## src/hw/rtl/scmc_pkg.sv

```systemverilog
// Package for the shader container model check block.
// Payload structs, phase enum, status and fault codes, container constants.
// No dependencies.
package scmc_pkg;

  localparam int unsigned MAX_PARTS_DEF = 16;

  localparam logic [31:0] OUTER_MAGIC = 32'h4342_5844;
  localparam logic [31:0] PROG_MAGIC  = 32'h4c49_5844;
  localparam logic [31:0] SIZE_LIMIT  = 32'h8000_0000;

  localparam logic [1:0] FAULT_NONE        = 2'd0;
  localparam logic [1:0] FAULT_INVALID     = 2'd1;
  localparam logic [1:0] FAULT_UNSUPPORTED = 2'd2;

  localparam logic [1:0] STATUS_OK          = 2'd0;
  localparam logic [1:0] STATUS_INVALID     = 2'd1;
  localparam logic [1:0] STATUS_UNSUPPORTED = 2'd2;

  localparam logic [1:0] STAGE_PIXEL   = 2'd0;
  localparam logic [1:0] STAGE_VERTEX  = 2'd1;
  localparam logic [1:0] STAGE_COMPUTE = 2'd2;

  typedef enum logic [2:0] {
    PH_HDR,
    PH_TABLE,
    PH_PHDR,
    PH_PROG,
    PH_BODY,
    PH_DONE,
    PH_HALT
  } phase_t;

  typedef struct packed {
    logic [7:0] data_byte;
    logic       last_byte;
  } in_item_t;

  typedef struct packed {
    logic [1:0] status;
    logic [7:0] shader_model;
  } out_item_t;

endpackage

```

## src/hw/rtl/scmc_ram.sv

```systemverilog
// Generic single write port RAM with one registered read port.
// No dependencies.
module scmc_ram #(
  parameter int unsigned WIDTH = 32,
  parameter int unsigned DEPTH = 16
) (
  input  logic                                   clk,
  input  logic                                   we,
  input  logic [(DEPTH > 1 ? $clog2(DEPTH) : 1)-1:0] waddr,
  input  logic [WIDTH-1:0]                       wdata,
  input  logic [(DEPTH > 1 ? $clog2(DEPTH) : 1)-1:0] raddr,
  output logic [WIDTH-1:0]                       rdata
);

  logic [WIDTH-1:0] mem [DEPTH];

  always_ff @(posedge clk) begin
    if (we) begin
      mem[waddr] <= wdata;
    end
    rdata <= mem[raddr];
  end

endmodule

```

## src/hw/rtl/shader_container_model_check.sv

```systemverilog
// Shader container model check, top level.
// Parses the container byte stream and reports status and shader model.
// Depends on scmc_pkg and scmc_ram.
//
//  channel | direction | payload     | transfer when
//  in_     | in        | in_item_t   | in_valid && in_ready
//  out_    | out       | out_item_t  | out_valid && out_ready
//  cfg_    | in        | shader_stage| cfg_valid && cfg_ready
//
// One byte per cycle while in_ready is high; every byte is handled in the cycle it is accepted.
// The result of the last byte appears in the output register in the next cycle.
// in_ready drops only while a result waits and out_ready is low.
// Synchronous active-low reset clears all stream state and the stage register.
// The offset table is a RAM read one part ahead, so no bubble at part boundaries.
module shader_container_model_check
  import scmc_pkg::*;
#(
  parameter int unsigned MAX_PARTS = MAX_PARTS_DEF
) (
  input  logic      clk,
  input  logic      rst_n,
  input  logic      in_valid,
  output logic      in_ready,
  input  in_item_t  in_data,
  output logic      out_valid,
  input  logic      out_ready,
  output out_item_t out_data,
  input  logic      cfg_valid,
  output logic      cfg_ready,
  input  logic [1:0] cfg_shader_stage
);

  localparam int unsigned AW = (MAX_PARTS > 1) ? $clog2(MAX_PARTS) : 1;
  localparam int unsigned IW = $clog2(MAX_PARTS + 1);

  logic [1:0]  stage_r;
  phase_t      phase_r, phase_nxt;
  logic [31:0] byte_pos_r, byte_pos_nxt;
  logic [31:0] shift_r, shift_nxt;
  logic [31:0] declared_r, declared_nxt;
  logic [31:0] parts_r, parts_nxt;
  logic [IW-1:0] pidx_r, pidx_nxt;
  logic [31:0] exp_r, exp_nxt;
  logic [31:0] len_r, len_nxt;
  logic [31:0] tag_r, tag_nxt;
  logic [31:0] f0_r, f0_nxt, f1_r, f1_nxt, f2_r, f2_nxt, f4_r, f4_nxt;
  logic        seen_r, seen_nxt;
  logic [1:0]  fault_r, fault_nxt;
  logic [7:0]  model_r, model_nxt;
  logic        out_valid_r, out_valid_nxt;
  out_item_t   out_data_r, out_data_nxt;

  logic          in_fire;
  logic [31:0]   ws, p, rel;
  logic          ram_we;
  logic [AW-1:0] ram_raddr;
  logic [31:0]   ram_rdata;

  logic [31:0] tb_off;
  logic        tb_fail;
  logic [31:0] ep_len, ep_exp;
  logic [IW-1:0] ep_idx;
  logic        ep_done, ep_fail;
  logic [33:0] span, boff, bsize;
  logic        prog_bad;
  logic [15:0] kind;
  logic        stage_bad;
  logic [32:0] body_end;

  assign in_fire   = in_valid && in_ready;
  assign in_ready  = !out_valid_r || out_ready;
  assign cfg_ready = 1'b1;
  assign out_valid = out_valid_r;
  assign out_data  = out_data_r;

  assign ws  = {in_data.data_byte, shift_r[31:8]};
  assign p   = byte_pos_r;
  assign rel = p - exp_r;

  // next part's offset is prefetched while the current part streams
  assign ram_raddr = (phase_r == PH_TABLE) ? '0 : AW'(pidx_r + IW'(1));
  assign ram_we    = in_fire && (phase_r == PH_TABLE) && (p[1:0] == 2'd3);

  scmc_ram #(
    .WIDTH(32),
    .DEPTH(MAX_PARTS)
  ) u_offset_ram (
    .clk  (clk),
    .we   (ram_we),
    .waddr(AW'(pidx_r)),
    .wdata(ws),
    .raddr(ram_raddr),
    .rdata(ram_rdata)
  );

  assign tb_off  = (parts_r == 32'd1) ? ws : ram_rdata;
  assign tb_fail = (tb_off != exp_r) || (tb_off > declared_r) || ((declared_r - tb_off) < 32'd8);

  assign ep_len  = (phase_r == PH_PHDR) ? ws : len_r;
  assign ep_exp  = exp_r + 32'd8 + ep_len;
  assign ep_idx  = pidx_r + IW'(1);
  assign ep_done = 32'(ep_idx) >= parts_r;
  assign ep_fail = (ram_rdata != ep_exp) || (ram_rdata > declared_r) ||
                   ((declared_r - ram_rdata) < 32'd8);

  assign span  = {f1_r, 2'b00} - 34'd8;
  assign boff  = {2'b00, f4_r};
  assign bsize = {2'b00, ws};
  assign prog_bad = (f1_r < 32'd6) || (f1_r > {2'b00, len_r[31:2]}) ||
                    (f2_r != PROG_MAGIC) || (boff < 34'd16) || (boff > span) ||
                    (ws == 32'd0) || (bsize > (span - boff));

  always_comb begin
    kind      = 16'd0;
    stage_bad = 1'b0;
    unique case (stage_r)
      STAGE_PIXEL:   kind = 16'd0;
      STAGE_VERTEX:  kind = 16'd1;
      STAGE_COMPUTE: kind = 16'd5;
      default:       stage_bad = 1'b1;
    endcase
  end

  assign body_end = {1'b0, exp_r} + 33'd8 + {1'b0, len_r};

  always_comb begin
    phase_nxt    = phase_r;
    byte_pos_nxt = byte_pos_r;
    shift_nxt    = shift_r;
    declared_nxt = declared_r;
    parts_nxt    = parts_r;
    pidx_nxt     = pidx_r;
    exp_nxt      = exp_r;
    len_nxt      = len_r;
    tag_nxt      = tag_r;
    f0_nxt       = f0_r;
    f1_nxt       = f1_r;
    f2_nxt       = f2_r;
    f4_nxt       = f4_r;
    seen_nxt     = seen_r;
    fault_nxt    = fault_r;
    model_nxt    = model_r;
    out_valid_nxt = out_valid_r && !out_ready;
    out_data_nxt  = out_data_r;

    if (in_fire) begin
      shift_nxt    = ws;
      byte_pos_nxt = (byte_pos_r == 32'hffff_ffff) ? byte_pos_r : byte_pos_r + 32'd1;

      unique case (phase_r)
        PH_HDR: begin
          if ((p == 32'd3) && (ws != OUTER_MAGIC)) begin
            fault_nxt = FAULT_INVALID;
            phase_nxt = PH_HALT;
          end else if ((p == 32'd23) && (ws[15:0] != 16'd1)) begin
            fault_nxt = FAULT_INVALID;
            phase_nxt = PH_HALT;
          end else begin
            if (p == 32'd27) begin
              declared_nxt = ws;
            end
            if (p == 32'd31) begin
              parts_nxt = ws;
              if ((declared_r < 32'd32) || (declared_r > SIZE_LIMIT) ||
                  (ws > {2'b00, declared_r[31:2] - 30'd8}) || (ws > 32'(MAX_PARTS))) begin
                fault_nxt = FAULT_INVALID;
                phase_nxt = PH_HALT;
              end else begin
                exp_nxt   = 32'd32 + {ws[29:0], 2'b00};
                pidx_nxt  = '0;
                phase_nxt = (ws == 32'd0) ? PH_DONE : PH_TABLE;
              end
            end
          end
        end
        PH_TABLE: begin
          if (p[1:0] == 2'd3) begin
            if (32'(ep_idx) >= parts_r) begin
              pidx_nxt = '0;
              if (tb_fail) begin
                fault_nxt = FAULT_INVALID;
                phase_nxt = PH_HALT;
              end else begin
                phase_nxt = PH_PHDR;
              end
            end else begin
              pidx_nxt = ep_idx;
            end
          end
        end
        PH_PHDR: begin
          if (rel == 32'd3) begin
            tag_nxt = ws;
          end
          if (rel == 32'd7) begin
            len_nxt = ws;
            if (ws > (declared_r - exp_r - 32'd8)) begin
              fault_nxt = FAULT_INVALID;
              phase_nxt = PH_HALT;
            end else if (tag_r == PROG_MAGIC) begin
              seen_nxt = 1'b1;
              if (seen_r || (ws < 32'd24)) begin
                fault_nxt = FAULT_INVALID;
                phase_nxt = PH_HALT;
              end else begin
                phase_nxt = PH_PROG;
              end
            end else if (ws == 32'd0) begin
              exp_nxt  = ep_exp;
              pidx_nxt = ep_idx;
              if (ep_done) begin
                phase_nxt = PH_DONE;
              end else if (ep_fail) begin
                fault_nxt = FAULT_INVALID;
                phase_nxt = PH_HALT;
              end else begin
                phase_nxt = PH_PHDR;
              end
            end else begin
              phase_nxt = PH_BODY;
            end
          end
        end
        PH_PROG: begin
          if ((rel >= 32'd8) && (rel < 32'd32) && (rel[1:0] == 2'd3)) begin
            unique case (rel[4:2])
              3'd2:    f0_nxt = ws;
              3'd3:    f1_nxt = ws;
              3'd4:    f2_nxt = ws;
              3'd6:    f4_nxt = ws;
              default: ;
            endcase
          end
          if (rel == 32'd31) begin
            priority if (prog_bad || stage_bad || (f0_r[31:16] != kind) ||
                         (f0_r[15:8] != 8'd0) || (f0_r[7:4] < 4'd6)) begin
              fault_nxt = FAULT_INVALID;
              phase_nxt = PH_HALT;
            end else if (f0_r[7:4] != 4'd6) begin
              fault_nxt = FAULT_UNSUPPORTED;
              phase_nxt = PH_HALT;
            end else begin
              model_nxt = f0_r[7:0];
              if (len_r == 32'd24) begin
                exp_nxt  = ep_exp;
                pidx_nxt = ep_idx;
                if (ep_done) begin
                  phase_nxt = PH_DONE;
                end else if (ep_fail) begin
                  fault_nxt = FAULT_INVALID;
                  phase_nxt = PH_HALT;
                end else begin
                  phase_nxt = PH_PHDR;
                end
              end else begin
                phase_nxt = PH_BODY;
              end
            end
          end
        end
        PH_BODY: begin
          if (({1'b0, p} + 33'd1) == body_end) begin
            exp_nxt  = ep_exp;
            pidx_nxt = ep_idx;
            if (ep_done) begin
              phase_nxt = PH_DONE;
            end else if (ep_fail) begin
              fault_nxt = FAULT_INVALID;
              phase_nxt = PH_HALT;
            end else begin
              phase_nxt = PH_PHDR;
            end
          end
        end
        default: ;
      endcase

      if (in_data.last_byte) begin
        out_valid_nxt = 1'b1;
        out_data_nxt.shader_model = 8'd0;
        priority if ((byte_pos_nxt < 32'd32) || (fault_nxt == FAULT_INVALID) ||
                     (declared_nxt > byte_pos_nxt)) begin
          out_data_nxt.status = STATUS_INVALID;
        end else if (fault_nxt == FAULT_UNSUPPORTED) begin
          out_data_nxt.status = STATUS_UNSUPPORTED;
        end else if ((phase_nxt != PH_DONE) || (exp_nxt != declared_nxt)) begin
          out_data_nxt.status = STATUS_INVALID;
        end else begin
          out_data_nxt.status       = STATUS_OK;
          out_data_nxt.shader_model = model_nxt;
        end
        phase_nxt    = PH_HDR;
        byte_pos_nxt = '0;
        shift_nxt    = '0;
        declared_nxt = '0;
        parts_nxt    = '0;
        pidx_nxt     = '0;
        exp_nxt      = '0;
        len_nxt      = '0;
        tag_nxt      = '0;
        f0_nxt       = '0;
        f1_nxt       = '0;
        f2_nxt       = '0;
        f4_nxt       = '0;
        seen_nxt     = 1'b0;
        fault_nxt    = FAULT_NONE;
        model_nxt    = '0;
      end
    end
  end

  always_ff @(posedge clk) begin
    if (!rst_n) begin
      stage_r     <= '0;
      phase_r     <= PH_HDR;
      byte_pos_r  <= '0;
      shift_r     <= '0;
      declared_r  <= '0;
      parts_r     <= '0;
      pidx_r      <= '0;
      exp_r       <= '0;
      len_r       <= '0;
      tag_r       <= '0;
      f0_r        <= '0;
      f1_r        <= '0;
      f2_r        <= '0;
      f4_r        <= '0;
      seen_r      <= 1'b0;
      fault_r     <= FAULT_NONE;
      model_r     <= '0;
      out_valid_r <= 1'b0;
    end else begin
      if (cfg_valid && cfg_ready) begin
        stage_r <= cfg_shader_stage;
      end
      phase_r     <= phase_nxt;
      byte_pos_r  <= byte_pos_nxt;
      shift_r     <= shift_nxt;
      declared_r  <= declared_nxt;
      parts_r     <= parts_nxt;
      pidx_r      <= pidx_nxt;
      exp_r       <= exp_nxt;
      len_r       <= len_nxt;
      tag_r       <= tag_nxt;
      f0_r        <= f0_nxt;
      f1_r        <= f1_nxt;
      f2_r        <= f2_nxt;
      f4_r        <= f4_nxt;
      seen_r      <= seen_nxt;
      fault_r     <= fault_nxt;
      model_r     <= model_nxt;
      out_valid_r <= out_valid_nxt;
    end
  end

  always_ff @(posedge clk) begin
    out_data_r <= out_data_nxt;
  end

  a_fault_sticks: assert property (@(posedge clk) disable iff (!rst_n)
    (fault_r != FAULT_NONE && !(in_fire && in_data.last_byte)) |=> (fault_r == $past(fault_r)))
    else $error("fault code changed before end of stream");

  a_halt_has_fault: assert property (@(posedge clk) disable iff (!rst_n)
    (phase_r == PH_HALT) |-> (fault_r != FAULT_NONE))
    else $error("halted without a fault");

  a_result_on_last: assert property (@(posedge clk) disable iff (!rst_n)
    (in_fire && in_data.last_byte) |=> (out_valid_r && phase_r == PH_HDR && byte_pos_r == 32'd0))
    else $error("final byte did not produce a result");

  a_ok_needs_no_fault: assert property (@(posedge clk) disable iff (!rst_n)
    (out_valid_r && out_data_r.status == STATUS_OK) |-> (out_data_r.shader_model[7:4] == 4'd6 ||
    out_data_r.shader_model == 8'd0))
    else $error("accepted result with bad model");

endmodule
```

## config.mk

```make
export PLATFORM = sky130hd
export DESIGN_NAME = shader_container_model_check
export DESIGN_NICKNAME = d
export VERILOG_FILES = /design/src/hw/rtl/scmc_pkg.sv /design/src/hw/rtl/scmc_ram.sv /design/src/hw/rtl/shader_container_model_check.sv
export SDC_FILE = /design/constraint.sdc
export NUM_CORES = 2
export LEC_CHECK = 0
export ABC_AREA = 1
export ABC_CLOCK_PERIOD_IN_PS = 14250
export BUFFER_PORTS_ARGS = -buffer_cell sky130_fd_sc_hd__buf_2
export CORE_MARGIN = 2
export CORE_UTILIZATION = 45
export CTS_BUF_LIST = sky130_fd_sc_hd__clkbuf_4 sky130_fd_sc_hd__clkbuf_8
export CTS_CLUSTER_DIAMETER = 200
export DETAILED_ROUTE_END_ITERATION = 8
export PLACE_DENSITY_LB_ADDON = 0.05
export SYNTH_ARGS = -nofsm -noshare
export SYNTH_HDL_FRONTEND = slang
export SYNTH_SLANG_ARGS = --single-unit
```

## constraint.sdc

```tcl
create_clock -name clk -period 14.25 [get_ports clk]
set_input_delay 2.1375 -clock clk [delete_from_list [all_inputs] [get_ports clk]]
set_output_delay 2.1375 -clock clk [all_outputs]
set_load 0.02 [all_outputs]
```

==> run_results.csv <==
group,metric,value,unit
timing,grt_setup_unrepaired,"no",
clock_tree,cts_buffers,160,
global_route,grt_most_used_layer,"met2",
status,outcome,"completed",
floorplan,start_util,45.4,%
global_route,grt_max_degree,133,
clock_tree,cts_setup_buffers,0,
clock_tree,cts.sinks,920,
logic_synthesis,yosysUniqueCellTypes,69,
floorplan,core,144000,µm²
global_route,antenna_found_initial,10,
power_and_ir_drop,swShare,33.4,%
layout,layout-drive-gt1-share,6.07,%
logic_synthesis,synth.net_count,9682,
detailed_routing,ant_nets,0,
logic_synthesis,synth-async-reset-ratio,0,%
min_path,hold_path.class,"flop to flop",
global_route,met3_usage,7.74,%
global_route,met2_usage,57.9,%
layout,syn_to_final_growth,9.29,%
timing,finalCritPeriodShare,67.3,%
placed_design,dp_slack,5.05,ns
clock_tree,clk_latency,0.92,ns
timing,hold_viol,0,
power_and_ir_drop,p_sw,2.38,mW
logic_synthesis,yosysSeqAreaShare,36.2,%
placed_design,dpl.hpwl,217000,µm
detailed_routing,remaining_drc_errors,0,
global_route,grt_pass1_vias,60903,
power_and_ir_drop,p_comb_share,21.4,%
timing,final.setup.tns,0,ns
power_and_ir_drop,p_clk_share,37.2,%
clock_tree,clk_path_buf_depth,3,
clock_tree,clk_pin_slew,0.06,ns
critical_path,slowest_delay,0.82,ns
critical_path,worstSetupEndpointType,"flop",
logic_synthesis,avgSynthCellArea,7.11,µm²
floorplan,die-area,148000,µm²
logic_synthesis,syn-instance-count,9181,
clock_tree,cts-root-buf,"clkbuf_8",
clock_tree,holdBufCountCts,0,
timing,drv_slew,0,
global_route,grt_usage,38.8,%
critical_path,path_class,"flop to flop",
logic_synthesis,synth_enable_flop_cells,522,
power_and_ir_drop,seqPwrFrac,41.3,%
critical_path,cp_max_fo,56,
logic_synthesis,synth-seq-cells,920,
timing,layout_min_cycle_time,9.59,ns
clock_tree,ctsHtreeMaxLevel,4,
clock_tree,cts_tree,"yes",
logic_synthesis,synthFlopType,"edfxtp_1",
layout,nets,9705,
detailed_routing,via_per_inst,5.90,
layout,layout_common_cells,"nand2_1 (2172), nor2_1 (1152), inv_1 (1076)",
critical_path,crit_path_start_kind,"flop",
layout,fin_util,49.6,%
floorplan,rows,139,
critical_path,critPathRequiredTime,14.95,ns
critical_path,crit_slowest_cell,"nor3_1",
detailed_routing,routedWlPerCell,26.1,µm
global_route,grt_use_met1,53.2,%
logic_synthesis,ys_warn_count,0,
layout,final_common_cell,"nand2_1",
clock_tree,post_cts_resized,0,
power_and_ir_drop,power.internal,4.74,mW
detailed_routing,drt-initial-drc-count,8044,
timing,tightest_slew,1.29,ns
floorplan,die_w,385,µm
detailed_routing,drtPass1Iterations,7,
detailed_routing,num_vias,66384,
global_route,grt_pass1_wl,420000,µm
floorplan,boundaryPins,29,
timing,setup_violations,0,
placed_design,finalWeightedCongestion,1.04,
placed_design,io_buffers,27,
layout,final.fill_count,14610,
power_and_ir_drop,power_density,99.8,nW/µm²
timing,slew_headroom,13.4,%
detailed_routing,wirelength,293000,µm
timing,skew,0.0779,ns
global_route,grt_remaining_overflow,0,
floorplan,die-height,385,µm
timing,whs,0.450,ns
logic_synthesis,syn-cell-area,65200,µm²
timing,worst_slack,4.66,ns
job,drv_cap,0,
critical_path,critical_path_arrival,10.29,ns
power_and_ir_drop,peakVddDrop,0.0000827,V
power_and_ir_drop,fin_total_pwr,7.12,mW
timing,timing.fmax,104,MHz
power_and_ir_drop,cellLeakagePower,32.7,nW
==> per-stage QoR <==
stage                     area [µm²]  instances
after detailed placement       67800      10945
after global routing           71300      11241
after CTS                      71300      11239
final                          71300      11247
after floorplan                65200       9181
after global placement         67800      10945
==> synth_stat cells, types with 27 or more instances <==
cell type	instances	area, µm²
nand3b_1	27	203
o311ai_0	96	841
nand2_1	2178	8180
nor3_1	108	541
nand4_1	175	1090
edfxtp_1	522	15700
nor4_1	57	357
inv_1	1077	4040
a21oi_1	694	3470
xor2_1	146	1280
nor2_1	1177	4420
xnor2_1	63	552
ha_1	481	6020
clkbuf_1	263	987
o211ai_1	75	563
nand3_1	586	2930
dfxtp_1	398	7970
o21ai_0	707	3540
o32ai_1	34	298
==> sequential cells by signal, summed over array words and instances (netlist names), 8 cells and up <==
register and flops:
u_offset_ram.mem 512, byte_pos_r 32, declared_r 32, exp_r 32, f0_r 32, f1_r 32, f2_r 32, f4_r 32
len_r 32, parts_r 32, tag_r 32, u_offset_ram.rdata 32, shift_r 24, out_data 10, model_r 8
==> worst max-delay path: cells and delay by family (launching register included) <==
family                   cells  cell delay (ns)
AO/OA/AOI/OAI               15             3.17
AND/OR/NAND/NOR              9             2.28
buffers and inverters        6             2.01
adder cells (fa/ha/maj)      4             1.38
flip-flops                   1             0.44
XOR/XNOR                     1             0.11
==> per-layer routing <==
metal	wire length (µm)	vias to the layer above
li1	-	30925
met1	124000	31328
met2	123000	3454
met3	29400	671
met4	16900	6
met5	32	-
==> layout make-up <==
cell class | count | area (µm²) | area share [%]
Clock buffer | 237 | 2960 | 4.15
Clock inverter | 57 | 504 | 0.707
Inverter | 1114 | 4200 | 5.89
Multi-Input combinational cell | 6843 | 36400 | 51.1
Tap cell | 1903 | 2380 | 3.34
Timing Repair Buffer | 165 | 1190 | 1.66
Sequential cell | 920 | 23600 | 33.2
Antenna cell | 8 | 20.0 | 0.0281
==> cells by family after synthesis <==
kind of cell               Yosys count  synth area share (%)
and+or+nand+nor                   4401                  28.3
buffers and inverters             1418                  8.27
AOI/OAI and AO/OA                 1744                  14.9
adders and majority gates          485                  9.35
xor gates and xnor gates           212                  2.90
other                                1               0.00575
DFF                                920                  36.2
==> final timing paths <==
check	from	endpoint	slack, ns	cells past startpoint
max	exp_r[1]$_SDFFE_PN0P_	pidx_r[1]$_SDFFE_PN0P_	4.66	35
min	parts_r[21]$_SDFFE_PN0P_	parts_r[21]$_SDFFE_PN0P_	0.45	2
max reg2reg	exp_r[1]$_SDFFE_PN0P_	pidx_r[1]$_SDFFE_PN0P_	4.66	35
min reg2reg	parts_r[21]$_SDFFE_PN0P_	parts_r[21]$_SDFFE_PN0P_	0.45	2
==> power by group through the flow <==
stage	Clock [mW]	Combinational (mW)	Sequential [mW]
2_1_floorplan	0	0.972	2.96
3_3_place_gp	0	1.47	3.00
3_5_place_dp	0	1.49	3.00
4_1_cts	2.68	1.49	2.94
5_1_grt	2.79	1.67	2.94
6_report	2.65	1.52	2.94
Power figures use the tool's default switching activity.
